$ cat config.mk
export PLATFORM = sky130hd
export DESIGN_NAME = gpce_fifo
export DESIGN_NICKNAME = d
export VERILOG_FILES = /design/src/rtl/gpce_fifo.sv
export SDC_FILE = /design/constraint.sdc
export NUM_CORES = 1
export LEC_CHECK = 0
export BUFFER_PORTS_ARGS = -buffer_cell sky130_fd_sc_hd__buf_2
export CAP_MARGIN = 25
export CORE_MARGIN = 4
export CORE_UTILIZATION = 40
export DETAILED_ROUTE_END_ITERATION = 8
export PLACE_DENSITY = 0.69
export REMOVE_ABC_BUFFERS = 1
export SLEW_MARGIN = 25
export SYNTH_ARGS = -nofsm -noshare
export SYNTH_HDL_FRONTEND = slang
export SYNTH_SLANG_ARGS = --single-unit
export TNS_END_PERCENT = 1
$ cat constraint.sdc
create_clock -name clk -period 7.5 [get_ports clk]
set_input_delay 0.375 -clock clk [delete_from_list [all_inputs] [get_ports clk]]
set_output_delay 0.375 -clock clk [all_outputs]
set_load 0.005 [all_outputs]
$ cat src/rtl/gpce_fifo.sv
`default_nettype none

module gpce_fifo #(
	parameter int WIDTH = 34,
	parameter int DEPTH = 4
) (
	input  wire logic             clk,
	input  wire logic             arst_n,
	input  wire logic             push,
	input  wire logic [WIDTH-1:0] push_data,
	output logic                  full,
	input  wire logic             pop,
	output logic [WIDTH-1:0]      pop_data,
	output logic                  not_empty
);

	localparam int PTR_W = (DEPTH > 1) ? $clog2(DEPTH) : 1;
	localparam int CNT_W = $clog2(DEPTH + 1);

	logic [WIDTH-1:0] mem_q [DEPTH];
	logic [PTR_W-1:0] wr_ptr_q;
	logic [PTR_W-1:0] rd_ptr_q;
	logic [CNT_W-1:0] count_q;
	logic             do_push;
	logic             do_pop;

	assign full      = (count_q == CNT_W'(DEPTH));
	assign not_empty = (count_q != '0);
	assign do_push   = push && !full;
	assign do_pop    = pop && not_empty;
	assign pop_data  = mem_q[rd_ptr_q];

	// Pointers and fill count.
	always_ff @(posedge clk or negedge arst_n) begin
		if (!arst_n) begin
			wr_ptr_q <= '0;
			rd_ptr_q <= '0;
			count_q  <= '0;
		end else begin
			if (do_push) begin
				wr_ptr_q <= (wr_ptr_q == PTR_W'(DEPTH - 1)) ? '0 : wr_ptr_q + PTR_W'(1);
			end
			if (do_pop) begin
				rd_ptr_q <= (rd_ptr_q == PTR_W'(DEPTH - 1)) ? '0 : rd_ptr_q + PTR_W'(1);
			end
			if (do_push && !do_pop) begin
				count_q <= count_q + CNT_W'(1);
			end else if (do_pop && !do_push) begin
				count_q <= count_q - CNT_W'(1);
			end
		end
	end

	// Entry storage.
	always_ff @(posedge clk) begin
		if (do_push) begin
			mem_q[wr_ptr_q] <= push_data;
		end
	end

endmodule

`default_nettype wire

==> impl_metrics.yaml <==
worst_hold_path:
  min_path_type: "in2reg"
routing:
  num_vias: 2402
  drc_errors: 0
  drt-wirelength-per-cell_um: 19.0
  viasPerCell: 4.89
  drt-total-wl_mm: 9.33
  dr.pass1.iters: 5
  drtIter0Drc: 142
  route.antenna.remaining_nets: 0
placement:
  portBuffers: 73
  place_ws_ps: 5080
  hpwl_mm: 5.60
  placed_cells: 458
  placed_area_um2: 5960
  place_congestion: 0.661
cts:
  clock_latency_ps: 410
  cts_inserted_buffers: 17
  htreeDepth: 4
  post_cts_buffers: 0
  cts_hold_buf: 1
  clock_path_buffers: 2
  clk_pin_slew_ps: 50
  numClockSinks: 143
  cts_tree: "done"
  cts_resized: 0
  root_buffer: "clkbuf_16"
sta:
  fin_crit_sh_pct: 37.0
  drv_slew: 0
  clock.fmax_ghz: 0.361
  slew_headroom_pct: 35.9
  hold-worst-slack_ps: 173
  worst_slack_ps: 4730
  finalCriticalPeriod_ps: 2770
  fin_setup_tns_ps: 0
  fin_skew_ps: 7.79
  grt_setup_unrepaired: "no"
  hold_viol: 0
  finalSetupViolCount: 0
  worstMarginPinSlew_ps: 962
global_route:
  grt_pass1_vias: 2748
  antenna_found_initial: 0
  grt.overflow.total: 0
  globalRouteTotalUtil_pct: 13.0
  grt_max_degree: 37
  grt_pass1_wl_mm: 14.9
yosys:
  synth_top_cell_by_area: "edfxtp_1"
  avgSynthCellArea_um2: 25.2
  yosysTopAreaCellShare_pct: 75.4
  yosysMostFrequentCell: "edfxtp_1"
  ys_ff_latch: 143
  synth_warnings: 0
  async_flop_share_pct: 4.90
  synth.distinct_cells: 21
  netlist_area_um2: 5420
  synth_top_cells_by_count: "edfxtp_1, mux4_2, dfrtp_1, ha_1, mux4_1"
  synth-main-ff-cell: "edfxtp_1"
  synth-edff-count: 136
  syn-instance-count: 215
  synth_area_leaders: "edfxtp_1, mux4_2, dfrtp_1, mux4_1, ha_1"
  ys_seq_area_share_pct: 78.7
worst_setup_path:
  crit_path_end_kind: "output pin"
  crit_required_ps: 7120
  critPathMaxStageDelay_ps: 740
  critPathLaunchType: "flop"
  timing_worst_setup_path_type: "reg2out"
  worstPathCellList: "buf_4 -> mux4_1 -> buf_2"
  critPathSlowestCell: "dfrtp_2"
  cp_max_fo: 21
  critPathArrivalTime_ps: 2400
job:
  cap_violations: 0
layout:
  register_area_um2: 4260
  fin_cells: 491
  final_cell_area_um2: 6510
  nets: 347
  syn_to_final_growth_pct: 20.1
  layout-drive-gt1-share_pct: 43.8
  diodes: 0
  utilization_pct: 49.1
  nFillCells: 1105
  multi_input_area_um2: 1060
power:
  powerDensity_nw_per_um2: 393
  vdd_ir_drop_max_v: 0.000294
  leakagePower_nw: 2.27
  total_power_mw: 2.55
floorplanning:
  die_area_um2: 15500
  core.rowCount: 42
  die_w_um: 124
  die-height_um: 124
  ios: 74
  core_um2: 13200
  initial_core_util_pct: 40.9
status:
  status: "completed"
[flip-flops by register name, summed over array words and instances, names as in the netlist]
register and count:
rd_ptr_q 2, wr_ptr_q 2, mem_q 136, count_q 3
[cells by family (layout without fill, tap and decap cells)]
group	Yosys count	count (layout)	synth area share (%)
DFF	143	143	78.7
muxes	39	39	15.6
and+or+nand+nor	12	12	1.62
buffers and inverters	11	111	1.89
adders and majority gates	7	7	1.76
xor gates and xnor gates	3	3	0.485
[layer usage]
metal	part of all wire [%]	wire length (um)	vias up	GRT usage, %
met1	40	3750	1236	14.8
met4	2.1	200	0	5.61
met5	0	0	-	0
met2	52	4890	62	21.7
met3	5.2	483	19	4.93
li1	-	-	1085	-
[worst max-delay path: cells and delay by family (launching register included)]
kind	cells	cell delay, ps
flops	1	740
buf+inv	2	620
mux	1	620
[report_power, final]
part	switching, mW	internal [mW]	total (mW)
sequential	0.113	1.06	1.17
clock	0.288	0.479	0.767
combinational	0.276	0.337	0.612
total	0.677	1.88	2.55
[cells in the final DEF (no fill, tap or decap), drive strengths merged, types with 2 or more instances in the layout]
cell / count
and2: 3
buf: 75
bufinv: 2
clkbuf: 21
clkinv: 9
dfrtp: 7
edfxtp: 136
ha: 6
inv: 3
mux2: 5
mux4: 34
nand2: 2
nor2: 4
xor2: 2
[area by class of cell]
class | instances | area share, %
Clock buffer | 21 | 6.77
Multi-Input combinational cell | 61 | 16.4
Timing Repair Buffer | 76 | 6.31
Clock inverter | 11 | 1.50
Tap cell | 176 | 3.38
Inverter | 3 | 0.173
Sequential cell | 143 | 65.5
[final timing paths]
path / from / end / slack [ps] / cells after the start
max: rd_ptr_q[0] / pop_data[15] / 4730 / 3
min: push_data[24] / mem_q[0][24] / 170 / 1
max reg2reg: count_q[0] / count_q[2] / 5370 / 8
min reg2reg: count_q[2] / count_q[2] / 500 / 1
max in group asynchronous: arst_n / rd_ptr_q[0] / 6990 / 2
min in group asynchronous: arst_n / rd_ptr_q[1] / 330 / 2
Note: power is estimated with default switching activity, not from simulation.
