===== config.mk =====
export PLATFORM = sky130hd
export DESIGN_NAME = gpce_back
export DESIGN_NICKNAME = d
export VERILOG_FILES = /design/src/rtl/gpce_pkg.sv /design/src/rtl/gpce_back.sv
export SDC_FILE = /design/constraint.sdc
export NUM_CORES = 2
export LEC_CHECK = 0
export BUFFER_PORTS_ARGS = -buffer_cell sky130_fd_sc_hd__clkbuf_2
export CAP_MARGIN = 20
export CORE_ASPECT_RATIO = 1.25
export CORE_MARGIN = 2
export CORE_UTILIZATION = 65
export DETAILED_ROUTE_END_ITERATION = 6
export PLACE_DENSITY = 0.86
export SLEW_MARGIN = 10
export SYNTH_ARGS = -nofsm -noshare
export SYNTH_HDL_FRONTEND = slang
export SYNTH_SLANG_ARGS = --single-unit

===== constraint.sdc =====
create_clock -name clk -period 20.7 [get_ports clk]
set_input_delay 4.14 -clock clk [delete_from_list [all_inputs] [get_ports clk]]
set_output_delay 4.14 -clock clk [all_outputs]
set_load 0.01 [all_outputs]

===== src/rtl/gpce_pkg.sv =====
`default_nettype none

package gpce_pkg;

	// Configuration port layout.
	localparam int CFG_DATA_W  = 48;
	localparam int CFG_INDEX_W = 3;

	localparam logic [CFG_INDEX_W-1:0] REG_GRID_WIDTH  = 3'd0;
	localparam logic [CFG_INDEX_W-1:0] REG_INV_SCALE_X = 3'd1;
	localparam logic [CFG_INDEX_W-1:0] REG_INV_SCALE_Y = 3'd2;
	localparam logic [CFG_INDEX_W-1:0] REG_OFFSET_X    = 3'd3;
	localparam logic [CFG_INDEX_W-1:0] REG_OFFSET_Y    = 3'd4;

	// Field widths.
	localparam int SCALE_W  = 32;
	localparam int OFFSET_W = 48;
	localparam int COORD_W  = 32;
	localparam int COUNT_W  = 16;

	// Reset values of the scale and offset registers.
	localparam logic [SCALE_W-1:0]  INV_SCALE_RESET = 32'h0001_0000;
	localparam logic [OFFSET_W-1:0] OFFSET_RESET    = 48'h0;

	// Fixed-point datapath. The cell term (2*cell+1) fits in 34 bits for any
	// index width up to 32 and is split at bit 17 into two partial products.
	localparam int NORM_W  = 34;
	localparam int SPLIT   = 17;
	localparam int PART_W  = 49;
	localparam int PROD_W  = 53;
	localparam int SUM_W   = 55;

	localparam logic [PART_W-1:0] PROD_HUGE  = 49'h4_0000_0000;
	localparam logic [PROD_W-1:0] PROD_CLAMP = 53'h8_0000_0000_0000;
	localparam logic [SUM_W-1:0]  ROUND_HALF = 55'h1_0000;
	localparam logic [SUM_W-1:0]  POS_LIMIT  = 55'h7FFF_FFFF;
	localparam logic [SUM_W-1:0]  NEG_LIMIT  = 55'h8000_0000;

	localparam int QUEUE_DEPTH = 4;

	// Flags that travel with each emitted point.
	typedef struct packed {
		logic first;
		logic last;
	} emit_flags_t;

	// Magnitude of a signed scale; the most negative value maps to 2^31.
	function automatic logic [SCALE_W-1:0] abs_scale(input logic [SCALE_W-1:0] v);
		abs_scale = v[SCALE_W-1] ? (~v + SCALE_W'(1)) : v;
	endfunction

	// Joins the partial products, applies the sign and adds the offset in Q.17.
	function automatic logic signed [SUM_W-1:0] combine_sum(
		input logic [PART_W-1:0]   hi,
		input logic [PART_W-1:0]   lo,
		input logic                neg,
		input logic [OFFSET_W-1:0] off
	);
		logic [PROD_W-1:0]        prod;
		logic signed [SUM_W-1:0]  sprod;
		logic signed [SUM_W-1:0]  soff;
		if (hi > PROD_HUGE) begin
			prod = PROD_CLAMP;
		end else begin
			prod = (PROD_W'(hi) << SPLIT) + PROD_W'(lo);
		end
		sprod = $signed(SUM_W'(prod));
		if (neg) begin
			sprod = -sprod;
		end
		soff = SUM_W'($signed({off, 1'b0}));
		combine_sum = sprod + soff;
	endfunction

	// Rounds a Q.17 value half away from zero and saturates it to 32 bits.
	function automatic logic [COORD_W-1:0] round_sat(input logic [SUM_W-1:0] sum);
		logic [SUM_W-1:0] mag;
		logic [SUM_W-1:0] rmag;
		mag  = sum[SUM_W-1] ? (~sum + SUM_W'(1)) : sum;
		rmag = (mag + ROUND_HALF) >> SPLIT;
		if (!sum[SUM_W-1]) begin
			round_sat = (rmag > POS_LIMIT) ? POS_LIMIT[COORD_W-1:0] : rmag[COORD_W-1:0];
		end else if (rmag > NEG_LIMIT) begin
			round_sat = NEG_LIMIT[COORD_W-1:0];
		end else begin
			round_sat = ~rmag[COORD_W-1:0] + COORD_W'(1);
		end
	endfunction

endpackage

`default_nettype wire


===== src/rtl/gpce_back.sv =====
`default_nettype none

module gpce_back import gpce_pkg::*; #(
	parameter int INDEX_BITS = 20,
	parameter int COL_W      = 12
) (
	input  wire logic                  clk,
	input  wire logic                  arst_n,
	input  wire logic                  q_valid,
	output logic                       q_pop,
	input  wire logic [COL_W-1:0]      q_col,
	input  wire logic [INDEX_BITS-1:0] q_row,
	input  wire emit_flags_t           q_flags,
	input  wire logic [SCALE_W-1:0]    inv_scale_x,
	input  wire logic [SCALE_W-1:0]    inv_scale_y,
	input  wire logic [OFFSET_W-1:0]   offset_x,
	input  wire logic [OFFSET_W-1:0]   offset_y,
	output logic                       out_valid,
	input  wire logic                  out_ready,
	output logic signed [COORD_W-1:0]  coord_x,
	output logic signed [COORD_W-1:0]  coord_y,
	output logic [COUNT_W-1:0]         point_count,
	output logic                       last_point
);

	logic                    en;
	logic [NORM_W-1:0]       norm_x;
	logic [NORM_W-1:0]       norm_y;
	logic [SCALE_W-1:0]      mag_x;
	logic [SCALE_W-1:0]      mag_y;
	logic [COUNT_W-1:0]      count_next;
	logic [COUNT_W-1:0]      count_q;

	logic                    valid_s1;
	logic [PART_W-1:0]       hi_x_s1;
	logic [PART_W-1:0]       lo_x_s1;
	logic [PART_W-1:0]       hi_y_s1;
	logic [PART_W-1:0]       lo_y_s1;
	logic                    neg_x_s1;
	logic                    neg_y_s1;
	logic [COUNT_W-1:0]      count_s1;
	logic                    last_s1;

	logic                    valid_s2;
	logic signed [SUM_W-1:0] sum_x_s2;
	logic signed [SUM_W-1:0] sum_y_s2;
	logic [COUNT_W-1:0]      count_s2;
	logic                    last_s2;

	// The whole pipe advances unless a finished beat waits at the output.
	assign en    = !out_valid || out_ready;
	assign q_pop = en && q_valid;

	assign norm_x = NORM_W'({q_col, 1'b1});
	assign norm_y = NORM_W'({q_row, 1'b1});
	assign mag_x  = abs_scale(inv_scale_x);
	assign mag_y  = abs_scale(inv_scale_y);

	// Running count restarts on the first point of each path and saturates.
	always_comb begin
		if (q_flags.first) begin
			count_next = COUNT_W'(1);
		end else if (count_q == '1) begin
			count_next = count_q;
		end else begin
			count_next = count_q + COUNT_W'(1);
		end
	end

	// Valid bits and the point counter.
	always_ff @(posedge clk or negedge arst_n) begin
		if (!arst_n) begin
			count_q   <= '0;
			valid_s1  <= 1'b0;
			valid_s2  <= 1'b0;
			out_valid <= 1'b0;
		end else if (en) begin
			if (q_valid) begin
				count_q <= count_next;
			end
			valid_s1  <= q_valid;
			valid_s2  <= valid_s1;
			out_valid <= valid_s2;
		end
	end

	// Stage 1: partial products of the cell term and the scale magnitude.
	// Stage 2: combine, apply sign and add the offset.
	// Stage 3: round and saturate into the output register.
	always_ff @(posedge clk) begin
		if (en) begin
			hi_x_s1  <= PART_W'(norm_x[NORM_W-1:SPLIT]) * PART_W'(mag_x);
			lo_x_s1  <= PART_W'(norm_x[SPLIT-1:0]) * PART_W'(mag_x);
			hi_y_s1  <= PART_W'(norm_y[NORM_W-1:SPLIT]) * PART_W'(mag_y);
			lo_y_s1  <= PART_W'(norm_y[SPLIT-1:0]) * PART_W'(mag_y);
			neg_x_s1 <= inv_scale_x[SCALE_W-1];
			neg_y_s1 <= inv_scale_y[SCALE_W-1];
			count_s1 <= count_next;
			last_s1  <= q_flags.last;

			sum_x_s2 <= combine_sum(hi_x_s1, lo_x_s1, neg_x_s1, offset_x);
			sum_y_s2 <= combine_sum(hi_y_s1, lo_y_s1, neg_y_s1, offset_y);
			count_s2 <= count_s1;
			last_s2  <= last_s1;

			coord_x     <= $signed(round_sat(sum_x_s2));
			coord_y     <= $signed(round_sat(sum_y_s2));
			point_count <= count_s2;
			last_point  <= last_s2;
		end
	end

endmodule

`default_nettype wire


==> flow_summary.toml <==
[yosys]
yosysMostFrequentCell = "inv_1"
synth_top_area_share_pct = 26.5
synth-edff-count = 357
syn_nets = 8613
synthAdderAreaFrac_pct = 34.4
synth.area.mux_share_pct = 0.572
yosys.area_share.simple_pct = 19.3
ys_types = 109
ys.flop_type = "edfxtp_1"
ys_top_cells_by_area = "fa_1 26%, edfxtp_1 17%, ha_1 7.9%"
synth_compound_area_share_pct = 13.5
synth_xor_xnor_area_share_pct = 6.64
synth_top_family_by_area = "adder cells"
synthArstFlopShare_pct = 5.05
synth_warnings = 0
ys_ff_latch = 376
syn_inst = 7171
synth_top_cells_by_count = "1015 x inv_1, 952 x nand2_1, 842 x fa_1, 444 x and2_1, 402 x ha_1"
yosysSeqAreaShare_pct = 17.6
avgSynthCellArea_um2 = 8.88
syn_area_mm2 = 0.0637
synth_area_leader_cell = "fa_1"

[sta]
hold_viol = 0
setup_viol = 0
grt_setup_unrepaired = "false"
fin_crit_ns = 12.91
maxSlewHeadroom_pct = 26.6
tightest_slew_ns = 1.10
skew_ns = 0.0301
finalMaxSlewViolations = 0
fin_tns_setup_ns = 0
post-route-period-util_pct = 62.4
max_freq_ghz = 0.0774

[clocking]
clk_path_buf_depth = 3
clk-insertion-delay-late_ns = 0.58
cts_buffers = 36
ctsResizeCount = 0
cts_tree = "yes"
clkTransAtPathRegs_ns = 0.06
cts_root_buf = "clkbuf_16"
cts_setup_buffers = 0
clock-sinks = 376
postCtsHoldBufs = 0
htreeDepth = 2

[worst_setup_path]
path_max_fanout = 21
required_ns = 20.99
worstPathArrival_ns = 13.21
crit_path_frequent_cell = "fa_1"
rr_startpoint = "hi_y_s1[3]$_DFFE_PN_"
crit_path_start_kind = "input pin"
crit_start = "inv_scale_y[7]"
end_kind = "flip-flop"
worst_path_max_delay_cell = "or4_1"
max_stage_delay_ns = 0.57
crit_type = "in -> reg"

[run]
drv_cap = 0

[detailed_routing]
finalWirelength_um = 160000
remaining_drc_errors = 0
drt_iter0_drc = 4919
top_layer = "met5"
drt_pass1_iterations = 6
num_vias = 52900
viasPerCell = 6.16
avgRoutedWirePerCell_um = 18.7
dr_wl_met3_um = 14600
wl_met2_um = 77200
drt-met1-wl_um = 60700
detail-route-antenna-nets = 0

[floorplanning]
dieArea_mm2 = 0.100
initial_core_util_pct = 65.5
die_w_um = 284
row_count = 128
io_pins = 281
die_h_um = 354
core_area_mm2 = 0.0972

[global_route]
grt_first_pass_wirelength_um = 265000
grt_pass1_vias = 54600
track_usage_pct = 32.1
gr-total-overflow = 0
grt_max_degree = 90
antenna_found_initial = 21

[place]
gp_congestion = 0.946
portBuffers = 280
dp_hpwl_um = 125000

[layout]
nFillCells = 7228
multi_input_area_mm2 = 0.0474
drive_gt1_share_pct = 7.35
final_nets = 8681
area_growth_pct = 5.61
seq_area_mm2 = 0.0112

[worst_hold_path]
min_path_type = "reg -> reg"
hp-start = "count_s2[6]$_DFFE_PN_"

[run_status]
status = "completed"
[state kept, by name, indices dropped and copies added, names as in the netlist, 32 cells and up]
register and flops:
coord_y 32, coord_x 32, hi_y_s1 36, sum_y_s2 55, lo_y_s1 49, lo_x_s1 45, sum_x_s2 55
[logic make-up after synthesis]
family,Yosys count
compound gates,1236
flops,376
mux,33
simple gates,2448
fa+ha+maj,1245
buf+inv,1353
xor+xnor,480
[routing by layer]
metal	vias up	GRT usage [%]
met5	-	0
met3	616	5.73
li1	24100	-
met2	2558	54.9
met1	25600	39.8
met4	18	14.6
[through the flow]
step / hold slack, ns / worst slack [ns] / util, % / area, um^2 / std cells
after floorplan: 0.400 / 1.27 / - / 63700 / 7171
after global placement: 0.402 / 7.52 / 68.0 / 66100 / 8500
after detailed placement: 0.405 / 7.31 / 68.0 / 66100 / 8500
after CTS: 0.419 / 7.87 / 69.1 / 67200 / 8564
after global routing: 0.424 / 7.54 / 69.2 / 67200 / 8575
final: 0.419 / 7.79 / 69.2 / 67200 / 8580
[path summary, 6_finish.rpt]
check,to,slack (ns),cells after the start
max,lo_y_s1[48]$_DFFE_PN_,7.79,31
min,point_count[6]$_DFFE_PN_,0.42,0
max reg2reg,sum_y_s2[51]$_DFFE_PN_,13.14,28
min reg2reg,point_count[6]$_DFFE_PN_,0.42,0
max in group asynchronous,count_q[3]$_DFFE_PN0P_,16.83,1
min in group asynchronous,out_valid$_DFFE_PN0N_,3.51,1
[final cells by class]
type	count	area share, %
antenna	15	0.0558
clock buffer	47	1.46
clock inverter	17	0.192
inverter	1016	5.67
multi-input combinational	5442	70.5
sequential	376	16.6
tap	1300	2.42
timing repair buffer	367	3.05
[critical path, delay by kind of cell]
kind | cells | cell delay, ns
fa+ha+maj | 7 | 3.36
buf+inv | 5 | 0.57
compound gates | 10 | 2.36
simple gates | 8 | 2.62
xor+xnor | 1 | 0.15
[placed cells by master, fill, tap and decap left out, types with 86 or more instances in the layout]
| cell type | synthesis | layout |
|---|---|---|
| a21oi_1 | 252 | 252 |
| a21o_1 | 148 | 148 |
| ha_1 | 402 | 402 |
| edfxtp_1 | 357 | 357 |
| xnor2_1 | 327 | 327 |
| buf_4 | 2 | 86 |
| o21ai_0 | 219 | 218 |
| clkbuf_2 | 0 | 281 |
| inv_1 | 1015 | 1015 |
| and2_1 | 444 | 444 |
| xor2_1 | 151 | 151 |
| fa_1 | 842 | 842 |
| nand3_1 | 119 | 119 |
| nor3_1 | 116 | 116 |
| nand2_1 | 952 | 952 |
| nor2_1 | 290 | 290 |
Power is left out: the tool's default activity adds up to more than one toggle a clock period on the data nets, which glitch-free logic cannot reach.
