### config.mk
export PLATFORM = sky130hd
export DESIGN_NAME = gpce_front
export DESIGN_NICKNAME = d
export VERILOG_FILES = /design/src/rtl/gpce_pkg.sv /design/src/rtl/gpce_front.sv
export SDC_FILE = /design/constraint.sdc
export NUM_CORES = 2
export LEC_CHECK = 0
export ABC_CLOCK_PERIOD_IN_PS = 9060
export BUFFER_PORTS_ARGS = -buffer_cell sky130_fd_sc_hd__buf_4
export CAP_MARGIN = 20
export CELL_PAD_IN_SITES_DETAIL_PLACEMENT = 1
export CELL_PAD_IN_SITES_GLOBAL_PLACEMENT = 1
export CORE_MARGIN = 5
export CORE_UTILIZATION = 35
export CTS_BUF_LIST = sky130_fd_sc_hd__clkbuf_2
export DETAILED_ROUTE_END_ITERATION = 16
export PLACE_DENSITY_LB_ADDON = 0.08
export SETUP_SLACK_MARGIN = 0.5
export SLEW_MARGIN = 10
export SYNTH_ARGS = -nofsm -noshare
export SYNTH_HDL_FRONTEND = slang
export SYNTH_SLANG_ARGS = --single-unit
### constraint.sdc
create_clock -name clk -period 9.06 [get_ports clk]
set_input_delay 0.453 -clock clk [delete_from_list [all_inputs] [get_ports clk]]
set_output_delay 0.453 -clock clk [all_outputs]
set_load 0.05 [all_outputs]
### src/rtl/gpce_pkg.sv
`default_nettype none

package gpce_pkg;

	// Configuration port layout.
	localparam int CFG_DATA_W  = 48;
	localparam int CFG_INDEX_W = 3;

	localparam logic [CFG_INDEX_W-1:0] REG_GRID_WIDTH  = 3'd0;
	localparam logic [CFG_INDEX_W-1:0] REG_INV_SCALE_X = 3'd1;
	localparam logic [CFG_INDEX_W-1:0] REG_INV_SCALE_Y = 3'd2;
	localparam logic [CFG_INDEX_W-1:0] REG_OFFSET_X    = 3'd3;
	localparam logic [CFG_INDEX_W-1:0] REG_OFFSET_Y    = 3'd4;

	// Field widths.
	localparam int SCALE_W  = 32;
	localparam int OFFSET_W = 48;
	localparam int COORD_W  = 32;
	localparam int COUNT_W  = 16;

	// Reset values of the scale and offset registers.
	localparam logic [SCALE_W-1:0]  INV_SCALE_RESET = 32'h0001_0000;
	localparam logic [OFFSET_W-1:0] OFFSET_RESET    = 48'h0;

	// Fixed-point datapath. The cell term (2*cell+1) fits in 34 bits for any
	// index width up to 32 and is split at bit 17 into two partial products.
	localparam int NORM_W  = 34;
	localparam int SPLIT   = 17;
	localparam int PART_W  = 49;
	localparam int PROD_W  = 53;
	localparam int SUM_W   = 55;

	localparam logic [PART_W-1:0] PROD_HUGE  = 49'h4_0000_0000;
	localparam logic [PROD_W-1:0] PROD_CLAMP = 53'h8_0000_0000_0000;
	localparam logic [SUM_W-1:0]  ROUND_HALF = 55'h1_0000;
	localparam logic [SUM_W-1:0]  POS_LIMIT  = 55'h7FFF_FFFF;
	localparam logic [SUM_W-1:0]  NEG_LIMIT  = 55'h8000_0000;

	localparam int QUEUE_DEPTH = 4;

	// Flags that travel with each emitted point.
	typedef struct packed {
		logic first;
		logic last;
	} emit_flags_t;

	// Magnitude of a signed scale; the most negative value maps to 2^31.
	function automatic logic [SCALE_W-1:0] abs_scale(input logic [SCALE_W-1:0] v);
		abs_scale = v[SCALE_W-1] ? (~v + SCALE_W'(1)) : v;
	endfunction

	// Joins the partial products, applies the sign and adds the offset in Q.17.
	function automatic logic signed [SUM_W-1:0] combine_sum(
		input logic [PART_W-1:0]   hi,
		input logic [PART_W-1:0]   lo,
		input logic                neg,
		input logic [OFFSET_W-1:0] off
	);
		logic [PROD_W-1:0]        prod;
		logic signed [SUM_W-1:0]  sprod;
		logic signed [SUM_W-1:0]  soff;
		if (hi > PROD_HUGE) begin
			prod = PROD_CLAMP;
		end else begin
			prod = (PROD_W'(hi) << SPLIT) + PROD_W'(lo);
		end
		sprod = $signed(SUM_W'(prod));
		if (neg) begin
			sprod = -sprod;
		end
		soff = SUM_W'($signed({off, 1'b0}));
		combine_sum = sprod + soff;
	endfunction

	// Rounds a Q.17 value half away from zero and saturates it to 32 bits.
	function automatic logic [COORD_W-1:0] round_sat(input logic [SUM_W-1:0] sum);
		logic [SUM_W-1:0] mag;
		logic [SUM_W-1:0] rmag;
		mag  = sum[SUM_W-1] ? (~sum + SUM_W'(1)) : sum;
		rmag = (mag + ROUND_HALF) >> SPLIT;
		if (!sum[SUM_W-1]) begin
			round_sat = (rmag > POS_LIMIT) ? POS_LIMIT[COORD_W-1:0] : rmag[COORD_W-1:0];
		end else if (rmag > NEG_LIMIT) begin
			round_sat = NEG_LIMIT[COORD_W-1:0];
		end else begin
			round_sat = ~rmag[COORD_W-1:0] + COORD_W'(1);
		end
	endfunction

endpackage

`default_nettype wire

### src/rtl/gpce_front.sv
`default_nettype none

module gpce_front import gpce_pkg::*; #(
	parameter int INDEX_BITS = 20,
	parameter int COL_W      = 12,
	parameter int GW_W       = 13
) (
	input  wire logic                  clk,
	input  wire logic                  arst_n,
	input  wire logic                  in_valid,
	output logic                       in_ready,
	input  wire logic [INDEX_BITS-1:0] cell_index,
	input  wire logic                  path_end,
	input  wire logic [GW_W-1:0]       grid_width,
	output logic                       push_valid,
	input  wire logic                  push_full,
	output logic [COL_W-1:0]           push_col,
	output logic [INDEX_BITS-1:0]      push_row,
	output emit_flags_t                push_flags
);

	localparam int CNT_W  = $clog2(INDEX_BITS);
	localparam int PROD_X = COL_W + INDEX_BITS + 2;

	typedef enum logic [2:0] {
		ST_IDLE,
		ST_DIVIDE,
		ST_CROSS,
		ST_DECIDE,
		ST_FINISH
	} state_t;

	state_t                   state_q;
	logic [CNT_W-1:0]         cnt_q;
	logic                     end_q;
	logic                     first_q;
	logic                     held_valid_q;

	logic [INDEX_BITS-1:0]    div_q;
	logic [COL_W-1:0]         rem_q;
	logic [COL_W-1:0]         held_col_q;
	logic [INDEX_BITS-1:0]    held_row_q;
	logic [COL_W-1:0]         kept_col_q;
	logic [INDEX_BITS-1:0]    kept_row_q;
	logic signed [PROD_X-1:0] prod_a_q;
	logic signed [PROD_X-1:0] prod_b_q;

	logic [COL_W:0]           gw_ext;
	logic [COL_W:0]           trial;
	logic [COL_W:0]           diff;
	logic                     ge;
	logic signed [COL_W:0]      ax;
	logic signed [COL_W:0]      bx;
	logic signed [INDEX_BITS:0] ay;
	logic signed [INDEX_BITS:0] by;
	logic                     keep_mid;
	logic                     push_ok;

	// One restoring division step: the remainder takes the next dividend bit.
	assign gw_ext = (COL_W+1)'(grid_width);
	assign trial  = {rem_q, div_q[INDEX_BITS-1]};
	assign ge     = (trial >= gw_ext);
	assign diff   = trial - gw_ext;

	// Cross product terms against the last kept point; div_q and rem_q now
	// hold the row and column of the current beat.
	assign ax = $signed({1'b0, held_col_q}) - $signed({1'b0, kept_col_q});
	assign bx = $signed({1'b0, rem_q}) - $signed({1'b0, kept_col_q});
	assign ay = $signed({1'b0, held_row_q}) - $signed({1'b0, kept_row_q});
	assign by = $signed({1'b0, div_q}) - $signed({1'b0, kept_row_q});

	assign keep_mid = held_valid_q && (prod_a_q != prod_b_q);
	assign in_ready = (state_q == ST_IDLE);
	assign push_ok  = push_valid && !push_full;

	// The held point goes out from the decide state; every other push
	// carries the current point.
	always_comb begin
		push_valid       = 1'b0;
		push_col         = rem_q;
		push_row         = div_q;
		push_flags.first = 1'b0;
		push_flags.last  = end_q;
		unique case (state_q)
			ST_DECIDE: begin
				if (first_q) begin
					push_valid       = 1'b1;
					push_flags.first = 1'b1;
				end else if (keep_mid) begin
					push_valid      = 1'b1;
					push_col        = held_col_q;
					push_row        = held_row_q;
					push_flags.last = 1'b0;
				end
			end
			ST_FINISH: begin
				push_valid = end_q;
			end
			default: begin
				push_valid = 1'b0;
			end
		endcase
	end

	// Sequencer: accept, divide, form the cross product, then emit.
	always_ff @(posedge clk or negedge arst_n) begin
		if (!arst_n) begin
			state_q      <= ST_IDLE;
			cnt_q        <= '0;
			end_q        <= 1'b0;
			first_q      <= 1'b1;
			held_valid_q <= 1'b0;
		end else begin
			unique case (state_q)
				ST_IDLE: begin
					if (in_valid) begin
						cnt_q   <= '0;
						end_q   <= path_end;
						state_q <= ST_DIVIDE;
					end
				end
				ST_DIVIDE: begin
					cnt_q <= cnt_q + CNT_W'(1);
					if (cnt_q == CNT_W'(INDEX_BITS - 1)) begin
						state_q <= ST_CROSS;
					end
				end
				ST_CROSS: begin
					state_q <= ST_DECIDE;
				end
				ST_DECIDE: begin
					if (first_q) begin
						if (push_ok) begin
							held_valid_q <= 1'b0;
							first_q      <= end_q;
							state_q      <= ST_IDLE;
						end
					end else if (keep_mid) begin
						if (push_ok) begin
							state_q <= ST_FINISH;
						end
					end else begin
						state_q <= ST_FINISH;
					end
				end
				ST_FINISH: begin
					if (end_q) begin
						if (push_ok) begin
							held_valid_q <= 1'b0;
							first_q      <= 1'b1;
							state_q      <= ST_IDLE;
						end
					end else begin
						held_valid_q <= 1'b1;
						state_q      <= ST_IDLE;
					end
				end
				default: begin
					state_q <= ST_IDLE;
				end
			endcase
		end
	end

	// Datapath registers: divider, products, held and kept points.
	always_ff @(posedge clk) begin
		if (in_valid && in_ready) begin
			div_q <= cell_index;
			rem_q <= '0;
		end else if (state_q == ST_DIVIDE) begin
			div_q <= {div_q[INDEX_BITS-2:0], ge};
			rem_q <= ge ? diff[COL_W-1:0] : trial[COL_W-1:0];
		end

		if (state_q == ST_CROSS) begin
			prod_a_q <= PROD_X'(ax) * PROD_X'(by);
			prod_b_q <= PROD_X'(ay) * PROD_X'(bx);
		end

		if (push_ok) begin
			kept_col_q <= push_col;
			kept_row_q <= push_row;
		end

		if (state_q == ST_FINISH && !end_q) begin
			held_col_q <= rem_q;
			held_row_q <= div_q;
		end
	end

endmodule

`default_nettype wire

==> metrics.txt <==
Synthesis Warnings 0; vias per std cell 5.13; Syn Area/Cell 9.62 µm²; Final ANT Viol Nets 0; initial core utilization 0.354; DRT Pass-1 Iters 5; Skew-Pair Late Insertion Delay 1.13 ns; number of synthesized flops with an enable pin 152; First DRT Iteration DRCs 1039; asr flop ratio synth 0.0629; CP Launch Type flip-flop; Worst-path clk slew 0.36 ns; CTS H-tree lvls 4; synth-to-layout area growth 12.4%; CTS tree yes; WP data arrival 9.11 ns; CTS Sinks 175; post-place instance area 31400 µm²; unrepaired setup endpoints after global routing no; Seq/Total Area, Yosys 0.175; post-layout net count 3960; # fillers 9452; first-pass GRT wire length 153000 µm; Synth Instances 3021; DR WL/cell 23.1 µm; max frequency 121 MHz; Die H 298 µm; final-report hold violation count 0; CTS buffer count 17; number of synthesized register bits 175; Cell Area, Synth 29100 µm²; WP data required 9.92 ns; measured slew at the worst slew-check pin 1.19 ns; vias in the first global route 25293; CP endpoint kind flip-flop; post-synth cell types 79; overall routing resource usage 0.225; DRT Wirelength 98500 µm; skew final 0.101 ns; Hold WS 0.132 ns; Max-Cap Viols 0; via count 21849; crit share post-route 0.910; Sum Neg Setup Slack 0 ns; IO Count 74; status finished, final reports clean; Crit Path Category reg2reg; drc violations 0; Slew headroom 0.201; Hold Crit Class in2reg; Die W 298 µm; hpwl dp 82300 µm; clk root buf clkbuf_2; initial antenna violation count 3; Port Buffer Count 73; Final setup viols 0; Finished Cell Area 32700 µm²; Overflow after GRT 0; crit path max fanout 4; Max clock buf depth 2; largest net degree at the start of global routing 69; Die Area 88900 µm²; core area 82200 µm²; layout cells sized above 1 0.111; Post-Syn Nets 3808; Post-synth top flop edfxtp_1; min Tclk post-route 8.25 ns; placer congestion estimate 0.929; Rows 105; Final Max Slew Viols 0
logic make-up (layout without fill, tap and decap cells):
group,after synthesis,in the layout,synth area share
other,0,6,0
buffers and inverters,625,790,0.0814
multiplexers,43,43,0.0161
adder cells (fa/ha/maj),749,749,0.453
XOR/XNOR,167,167,0.0506
flip-flops,175,175,0.175
AO/OA/AOI/OAI,353,353,0.0814
AND/OR/NAND/NOR,909,909,0.143
routing by layer:
metal	wire [µm]	global-route usage	vias up
met5	0	0	-
met3	2950	0.0258	72
met2	50900	0.413	286
li1	-	-	9882
met1	42400	0.284	11609
met4	2210	0.0514	0
synthesized netlist by cell type (12+ instances only):
master | instances | area share
o21ai_0 | 74 | 0.013
inv_1 | 528 | 0.068
o21a_1 | 17 | 0.0044
nor2_1 | 204 | 0.026
mux2i_1 | 14 | 0.0048
nand2b_1 | 61 | 0.013
a21o_1 | 35 | 0.0090
nand2_1 | 381 | 0.049
xor2_1 | 68 | 0.020
nand3_1 | 52 | 0.0090
or3_1 | 12 | 0.0026
nor3_1 | 39 | 0.0067
xnor2_1 | 98 | 0.030
edfxtp_1 | 152 | 0.16
a21oi_1 | 96 | 0.017
a211oi_1 | 14 | 0.0036
dfxtp_1 | 12 | 0.0083
fa_1 | 506 | 0.35
and2_1 | 44 | 0.0095
clkbuf_1 | 84 | 0.011
ha_1 | 243 | 0.10
mux2_2 | 29 | 0.011
and3_1 | 13 | 0.0028
o21bai_1 | 16 | 0.0041
nor2b_1 | 54 | 0.012
nor4_1 | 13 | 0.0028
sequential cells by signal (all words and copies together), names as in the netlist, 3 cells and up:
signal,flops
div_q,20
prod_b_q,34
kept_row_q,20
held_col_q,12
cnt_q,5
rem_q,12
prod_a_q,34
kept_col_q,12
state_q,3
held_row_q,20
metrics by stage:
| step | setup WS, ns | cells | util |
|---|---|---|---|
| 6_report | 0.813 | 4262 | 0.397 |
| 3_5_place_dp | 0.0852 | 4156 | 0.382 |
| 4_1_cts | 0.511 | 4235 | 0.392 |
| 5_1_grt | 0.446 | 4262 | 0.397 |
| 3_3_place_gp | -0.244 | 4155 | 0.381 |
| 2_1_floorplan | 1.55 | 3021 | - |
timing repair:
item                                   in CTS  in global routing
setup endpoints to repair                  13                 25
cloned                                      0                  0
gates resized for setup                    20                 52
setup buffers                               4                 20
pin swaps                                   2                 17
endpoints found under the hold margin      46                  0
hold buffers                               43                  0
path summary, 6_finish.rpt:
path                                from       endpoint  slack [ns]  cells after the start
min reg2reg                     rem_q[0]  held_col_q[0]        0.51                      0
max                        kept_row_q[0]   prod_b_q[32]        0.81                     27
min                        grid_width[4]       rem_q[4]        0.13                      6
max in group asynchronous         arst_n        first_q        8.29                      3
max reg2reg                kept_row_q[0]   prod_b_q[32]        0.81                     27
min in group asynchronous         arst_n          end_q        0.40                      3
area by class of cell:
cell class,count,area [µm²],area share
Multi-Input combinational cell,2221,22100,0.677
Sequential cell,175,5080,0.156
Inverter,528,1980,0.0607
Timing Repair Buffer,230,1870,0.0571
Tap cell,1070,1340,0.0410
Clock inverter,15,194,0.00594
Clock buffer,17,85.1,0.00260
Antenna cell,6,15.0,0.000460
cells in the final DEF (no fill, tap or decap), types with 8 or more instances in the layout:
cell / count
a211oi_1: 12
a21o_1: 35
a21oi_1: 86
a21oi_2: 9
and2_1: 43
and3_1: 13
buf_4: 183
clkbuf_2: 17
dfrtp_1: 10
dfxtp_1: 11
dlygate4sd3_1: 43
edfxtp_1: 152
fa_1: 504
ha_1: 240
inv_1: 527
mux2_2: 29
mux2i_1: 14
nand2_1: 381
nand2b_1: 61
nand3_1: 50
nor2_1: 199
nor2b_1: 54
nor3_1: 37
nor4_1: 13
o21a_1: 16
o21ai_0: 71
o21ai_1: 12
o21bai_1: 14
or2_2: 11
or3_1: 11
xnor2_1: 84
xnor2_2: 13
xor2_1: 60
xor2_2: 8
critical path, stage by stage (launching register included):
cell and delay, ns:
edfxtp_1 0.49, ha_1 0.22, inv_1 0.07, fa_1 0.25, a21oi_2 0.11, o211ai_1 0.37
a31oi_2 0.17, buf_4 0.17, xnor2_1 0.63, nand2_1 0.18, fa_1 0.54, fa_1 0.52
inv_1 0.06, fa_1 0.61, fa_1 0.46, fa_2 0.60, inv_1 0.07, fa_1 0.50
inv_1 0.04, ha_1 0.21, a21o_1 0.20, a21oi_2 0.16, o21a_1 0.20, a31oi_2 0.16
o41ai_4 0.46, o31ai_4 0.14, a2111oi_4 0.33, xnor2_1 0.10
Power is left out: the tool's default activity adds up to more than one toggle a clock period on the data nets, which glitch-free logic cannot reach.
